## src/sv/ivs_pkg.sv

```systemverilog
package ivs_pkg;

  localparam int POS_W = 16;
  localparam int VAL_W = 32;
  localparam int CNT_W = 9;

  localparam logic [1:0] REQ_PUSH    = 2'd0;
  localparam logic [1:0] REQ_POP     = 2'd1;
  localparam logic [1:0] REQ_INSERT  = 2'd2;
  localparam logic [1:0] REQ_REPLACE = 2'd3;

  localparam logic [1:0] ST_OK    = 2'd0;
  localparam logic [1:0] ST_EMPTY = 2'd1;
  localparam logic [1:0] ST_FULL  = 2'd2;
  localparam logic [1:0] ST_RANGE = 2'd3;

  typedef struct packed {
    logic [1:0]              req_type;
    logic [POS_W-1:0]        position;
    logic signed [VAL_W-1:0] item_value;
  } ivs_in_t;

  typedef struct packed {
    logic signed [VAL_W-1:0] read_value;
    logic [1:0]              status;
    logic [CNT_W-1:0]        fill_count;
  } ivs_out_t;

  typedef struct packed {
    logic             load;
    logic [POS_W-1:0] wpos;
    logic             shift;
    logic [POS_W-1:0] lo;
    logic [POS_W-1:0] hi;
    logic             top_en;
    logic [POS_W-1:0] top_pos;
  } ivs_cmd_t;

endpackage

```

## src/sv/ivs_cell.sv

```systemverilog
module ivs_cell #(
  parameter int IDX = 0
) (
  input  logic                          clk,
  input  logic                          rst_n,
  input  ivs_pkg::ivs_cmd_t             cmd,
  input  logic [ivs_pkg::VAL_W-1:0]     item,
  input  logic [ivs_pkg::VAL_W-1:0]     prev_entry,
  output logic [ivs_pkg::VAL_W-1:0]     entry,
  output logic [ivs_pkg::VAL_W-1:0]     tap
);

  localparam logic [ivs_pkg::POS_W-1:0] ME = ivs_pkg::POS_W'(IDX);

  logic [ivs_pkg::VAL_W-1:0] entry_r;
  logic [ivs_pkg::VAL_W-1:0] entry_nxt;

  always_comb begin
    entry_nxt = entry_r;
    priority if (cmd.load && cmd.wpos == ME) begin
      entry_nxt = item;
    end else if (cmd.shift && ME > cmd.lo && ME <= cmd.hi) begin
      entry_nxt = prev_entry;
    end
  end

  always_ff @(posedge clk) begin
    if (!rst_n) begin
      entry_r <= '0;
    end else begin
      entry_r <= entry_nxt;
    end
  end

  assign entry = entry_r;
  assign tap   = (cmd.top_en && cmd.top_pos == ME) ? entry_r : '0;

endmodule

```

## config.mk

```make
export PLATFORM = sky130hd
export DESIGN_NAME = ivs_cell
export DESIGN_NICKNAME = d
export VERILOG_FILES = /design/src/sv/ivs_pkg.sv /design/src/sv/ivs_cell.sv
export SDC_FILE = /design/constraint.sdc
export NUM_CORES = 1
export LEC_CHECK = 0
export BUFFER_PORTS_ARGS = -buffer_cell sky130_fd_sc_hd__buf_4
export CAP_MARGIN = 20
export CORE_MARGIN = 8
export CORE_UTILIZATION = 30
export CTS_BUF_LIST = sky130_fd_sc_hd__clkbuf_8
export DETAILED_ROUTE_END_ITERATION = 6
export PLACE_DENSITY = 0.75
export SETUP_SLACK_MARGIN = 0.2
export SLEW_MARGIN = 0
export SYNTH_ARGS = -nofsm -noshare
export SYNTH_HDL_FRONTEND = slang
export SYNTH_SLANG_ARGS = --single-unit
```

## constraint.sdc

```tcl
create_clock -name clk -period 3.3 [get_ports clk]
set_input_delay 0.33 -clock clk [delete_from_list [all_inputs] [get_ports clk]]
set_output_delay 0.33 -clock clk [all_outputs]
set_load 0.01 [all_outputs]
```

Word level (Yosys, flattened, before mapping)
Cells that the tools add are included.

word-level totals
  input port bits = 133
  word-level logic and storage cells = 13
  register bits = 32
  output and inout port bits = 64

operators by class
  reduce and logical (&&, ||, !) cells = 7
  mux-type cells = 3
  $lt $le $gt $ge = 2

operators by type and width
  kind                   number
  $mux W32               3
  $logic_not A16 Y1      2
  $gt A1 B16 Y1 const A  1
  $le A1 B16 Y1 const A  1
  $logic_and A1 B1 Y1    4
  $reduce_bool A2 Y1     1

Logic depth before layout (Yosys ltp)
Gate-level depths: netlist (run 1).

  depth in word-level cells = 5
  mapped depth = 5
  gate-level depth less buffers = 4

Least setup slack after synthesis (run 1)
OpenSTA, ideal clock, no wires.

  path type = input -> output
  start point = input cmd[1] (netlist name)
  end point = output tap[10] (netlist name)
  path slack = 1.547 ns
  data required time = 2.970 ns
  stages on the path = 5
  arrival = 1.423 ns
  buffers on the path = 1
  cells stage by stage = nor4_1 > nand4_1 > nor4b_2 > clkbuf_2 > and2_1

between the ends
  cells in the longest elaborated chain, start to end = 3

ends and longest elaborated chain
  what                 line            RTL
  start: declaration   ivs_cell.sv:6   input ivs_pkg::ivs_cmd_t cmd,
  $logic_not A16 Y1    ivs_cell.sv:36  assign tap = (cmd.top_en && cmd.top_pos == ME) ? entry_r : '0;
  $logic_and A1 B1 Y1  ivs_cell.sv:36
  $mux W32             ivs_cell.sv:36
  end: declaration     ivs_cell.sv:10  output logic [ivs_pkg::VAL_W-1:0] tap

No other way between the ends.

Worst setup path after layout (run 1)
  start point = input cmd[13] (netlist name)
  end point = output tap[30] (netlist name)

Same word-level chain as after synthesis.

==> metrics.yaml, run 1 <==
pwr:
  clockPowerShare_pct: 38.4
  p_per_area_nw_per_um2: 283
  p_comb_share_pct: 11.4
  p_switching_mw: 0.162
  p_int_mw: 0.607
  p_leak_nw: 1.27
  finalPower_mw: 0.769
  irDropWorstVdd_mv: 0.208
  swShare_pct: 21.0
  power.share.sequential_pct: 50.2
drt:
  drt_first_pass_iters: 6
  vias: 1665
  vias_per_cell: 4.35
  routed_wl_um: 5380
  route.detailed.drc: 0
  wl_per_cell_um: 14.0
  ant_nets: 0
  drt_iter0_markers: 56
final_layout:
  areaGrowthSynthToFinish_pct: 69.1
  drive_above_1_share_pct: 46.3
  final_nets: 445
  largest_reg_flops: 32
  antennaDiodeCount: 0
  layoutNonFillerInstCount: 383
timing:
  slew_headroom_pct: 55.5
  slew_viol_final: 0
  finalCritPeriodShare_pct: 74.6
  report.final.setup_viol: 0
  fmaxAchievable_mhz: 406
  worst_hold_slack_ns: 0.306
  finClkSkew_ns: 0
  hold_viol_final: 0
  tightest_slew_ns: 0.665
  rsz0062_at_grt: "no"
  fin_ws_ns: 0.839
  finalSetupTns_ns: 0
  fin_crit_ns: 2.46
global_routing:
  overflow: 0
  use_met1_pct: 13.7
  grt_busiest_layer: "met2"
  grt_pass1_vias: 1620
  grtUsageMet2_pct: 21.8
  grt_pass1_wl_um: 8040
  met3_usage_pct: 6.80
  grt_max_degree: 65
  antenna_found_initial: 0
  grt_util_all_layers_pct: 12.9
synthesis:
  synthCells: 185
  synth_top_area_share_pct: 39.9
  yosysUniqueCellTypes: 15
  synth_top_area_cell: "dfxtp_1"
  yosys_most_used_dff: "dfxtp_1"
  ys_seq_area_share_pct: 39.9
  synth-seq-cells: 32
  synthTopCellsByCount: "nand2_1 (64), and2_1 (32), dfxtp_1 (32), mux2i_1 (32), buf_1 (4)"
  yosysWarnings: 0
  async_flop_share_pct: 0
  synth.cell_area_um2: 1610
  syn_nets: 318
  yosysMostFrequentCell: "nand2_1"
  synth.area.top_cells: "dfxtp_1 (40%), mux2i_1 (20%), nand2_1 (15%)"
  synth-edff-count: 0
  avgSynthCellArea_um2: 8.68
floorplanning:
  die-area_um2: 7950
  fp-row-count: 26
  die_x_um: 89.2
  core_area_um2: 5140
  die-height_um: 89.2
  io_pins: 197
  start_util_pct: 31.3
clock_tree:
  clock-root-buffer: "clkbuf_8"
  cts_resized: 0
  path_clk_slew_ns: 0.06
  numClockSinks: 32
  ctsHtreeMaxLevel: 2
  post-cts-setup-buffers: 0
  cts-buffers-inserted: 5
  clkLatencyLatePin_ns: 0.27
  cts_buffer_depth: 2
  cts_tree: "yes"
  ctsHoldBuffers: 0
worst_setup_path:
  path_class: "in2out"
  endpoint_kind: "output port"
  critPathArrivalTime_ns: 2.13
  cp.required_ns: 2.97
  start_kind: "input port"
  worstPathMaxFanout: 17
place:
  dp_slack_ns: 0.748
  routabilityCongestion: 0.673
  hpwlAfterDp_um: 4260
  numPortBuffers: 131
  place_inst: 375
worst_hold_path:
  min_path_type: "in2reg"
status:
  status: "finished clean"
run:
  maxCapViolations: 0
==> placed cells by master, fill, tap and decap left out, drive strengths merged <==
master / n
nand4: 2
inv: 2
nand2: 64
mux2i: 32
nor4: 6
and2: 32
clkbuf: 6
nor2: 2
nor4b: 2
buf: 133
dfxtp: 32
==> area by class of cell <==
type | count | area, um^2
fill | 498 | 2420
multi-input combinational | 140 | 900
sequential | 32 | 641
clock inverter | 2 | 7.51
tap | 70 | 87.6
clock buffer | 6 | 82.6
timing repair buffer | 133 | 998
==> kinds of logic after synthesis <==
logic type	Yosys count	share of synthesized area, %
simple gates	108	35.5
mux	32	19.9
flops	32	39.9
buf+inv	13	4.67
==> power by group through the flow <==
stage / Clock, mW / Sequential (mW) / Combinational (mW)
finish: 0.295 / 0.386 / 0.0875
global route: 0.334 / 0.386 / 0.0962
CTS: 0.310 / 0.386 / 0.0886
detailed placement: 0 / 0.395 / 0.0884
global placement: 0 / 0.395 / 0.0873
floorplan: 0 / 0.395 / 0.0223
==> metrics by stage <==
step	area, um^2	util [%]
after global routing	2720	52.8
after detailed placement	2630	51.1
after CTS	2720	52.8
after floorplan	1610	-
final	2720	52.8
after global placement	2630	51.1
==> worst paths after layout <==
| check | startpoint | end | slack, ns | cells after the start |
|---|---|---|---|---|
| worst min-delay path | item[4] | entry[4]$_SDFFE_PN0P_ | 0.31 | 3 |
| worst min register to register | entry[10]$_SDFFE_PN0P_ | entry[10]$_SDFFE_PN0P_ | 0.47 | 2 |
| worst max-delay path | cmd[13] | tap[30] | 0.84 | 7 |
| worst max register to register | entry[17]$_SDFFE_PN0P_ | entry[17]$_SDFFE_PN0P_ | 2.67 | 2 |
==> critical path, cell delays in order <==
cell	delay, ns
buf_4	0.10
nor4_1	0.30
nand4_1	0.18
nor4b_4	0.61
buf_4	0.32
and2_1	0.15
buf_4	0.12
==> layer usage <==
layer	vias to the layer above	part of all wire (%)
met5	-	0
li1	852	-
met3	2	16
met2	88	46
met4	0	0.30
met1	723	38
Power figures use the tool's default switching activity.
==> run 2: changes to the inputs <==
--- a/config.mk
+++ b/config.mk
@@ -11,7 +11,7 @@
 export CORE_UTILIZATION = 30
 export CTS_BUF_LIST = sky130_fd_sc_hd__clkbuf_8
 export DETAILED_ROUTE_END_ITERATION = 6
-export PLACE_DENSITY = 0.75
+export PLACE_DENSITY = 0.78
 export SETUP_SLACK_MARGIN = 0.2
 export SLEW_MARGIN = 0
 export SYNTH_ARGS = -nofsm -noshare
==> constraint.sdc (replaced) <==
create_clock -name clk -period 2 [get_ports clk]
set_input_delay 0.2 -clock clk [delete_from_list [all_inputs] [get_ports clk]]
set_output_delay 0.2 -clock clk [all_outputs]
set_load 0.01 [all_outputs]
==> metrics.yaml, run 2 (synthesis gave the netlist of run 1 again) <==
worst_hold_path:
  min_path_type: "in2reg"
  min_from: "item[20]"
timing:
  finalCritPeriodShare_pct: 86.4
  fmaxAchievable_mhz: 579
  fin_ws_ns: 0.272
  hold_viol_final: 0
  slew_viol_final: 0
  slew_headroom_pct: 59.4
  fin_crit_ns: 1.73
  finClkSkew_ns: 0
  finalSetupTns_ns: 0
  rsz0062_at_grt: "yes"
  report.final.setup_viol: 0
  tightest_slew_ns: 0.609
  worst_hold_slack_ns: 0.173
drt:
  vias_per_cell: 4.37
  route.detailed.drc: 0
  drt_iter0_markers: 30
  vias: 1678
  drt_first_pass_iters: 4
  ant_nets: 0
  routed_wl_um: 5520
  wl_per_cell_um: 14.4
clock_tree:
  cts-buffers-inserted: 5
  ctsHtreeMaxLevel: 2
  path_clk_slew_ns: 0.07
  ctsHoldBuffers: 0
  cts_tree: "yes"
  post-cts-setup-buffers: 0
  clkLatencyLatePin_ns: 0.27
  clock-root-buffer: "clkbuf_8"
  cts_buffer_depth: 2
  numClockSinks: 32
worst_setup_path:
  r2r_start: "entry[21]$_SDFFE_PN0P_"
  cp.required_ns: 1.80
  critPathLaunch: "cmd[1]"
  path_class: "in2out"
  critPathArrivalTime_ns: 1.53
  start_kind: "input port"
  endpoint_kind: "output port"
  rrSetupSlack_ns: 1.35
  worstPathMaxFanout: 16
global_routing:
  grt_util_all_layers_pct: 13.0
  antenna_found_initial: 0
  grt_max_degree: 65
  grt_pass1_wl_um: 8050
  grt_pass1_vias: 1638
  overflow: 0
final_layout:
  multi_input_area_um2: 900
  most-common-layout-cells: "buf_4 (131), nand2_1 (64), and2_1 (32), mux2i_1 (32), dfxtp_1 (32)"
  layoutNonFillerInstCount: 384
  areaGrowthSynthToFinish_pct: 70.6
  nFillCells: 497
  stdcell_area_um2: 2740
  drive_above_1_share_pct: 47.1
  final_nets: 446
  seq_area_um2: 641
  antennaDiodeCount: 0
  utilization_pct: 53.3
  layout_commonest_cell: "buf_4"
  largest_reg_flops: 32
floorplanning:
  die-height_um: 89.2
  io_pins: 197
  die_x_um: 89.2
  die-area_um2: 7950
  core_area_um2: 5140
  start_util_pct: 31.3
  fp-row-count: 26
run:
  maxCapViolations: 0
pwr:
  p_leak_nw: 1.28
  irDropWorstVdd_mv: 0.340
  finalPower_mw: 1.26
  p_per_area_nw_per_um2: 461
place:
  dp_slack_ns: 0.281
  dpl_cell_area_um2: 2650
  routabilityCongestion: 0.709
  place_inst: 376
  numPortBuffers: 131
  hpwlAfterDp_um: 4420
status:
  status: "finished clean"
## run 2: per-layer routing
layer	GRT usage [%]	wire length [um]	vias to the layer above
li1	-	-	852
met1	13.3	2040	739
met2	23.5	2710	85
met3	5.88	759	2
met4	2.72	15	0
met5	0	0	-
## run 2: timing repair
item | CTS | global route
setup endpoints to repair | 0 | 32
endpoints found under the hold margin | 0 | 0
gates resized for setup | 0 | 2
## run 2: area by class of cell
class	instances	share of cell area (%)
well taps	70	3.19
repair buffers	134	37.4
flip-flops and latches	32	23.4
clock inverters	3	0.685
multi-input cells	140	32.8
clock buffers	5	2.51
## run 2: power breakdown
part | internal (mW) | switching (mW)
Clock | 0.242 | 0.239
Sequential | 0.637 | 0.00000390
Combinational | 0.0942 | 0.0515
## run 2: worst paths after layout
check | to | depth (start not counted)
min | entry[20]$_SDFFE_PN0P_ | 3
min reg2reg | entry[16]$_SDFFE_PN0P_ | 2
max | tap[21] | 7
max reg2reg | entry[21]$_SDFFE_PN0P_ | 2
## run 2: worst max-delay path, cell delays in order
cell     delay (ns)
buf_4          0.11
nor4_1         0.29
nand4_1        0.18
nor4b_4        0.30
buf_6          0.19
and2_1         0.14
buf_4          0.12
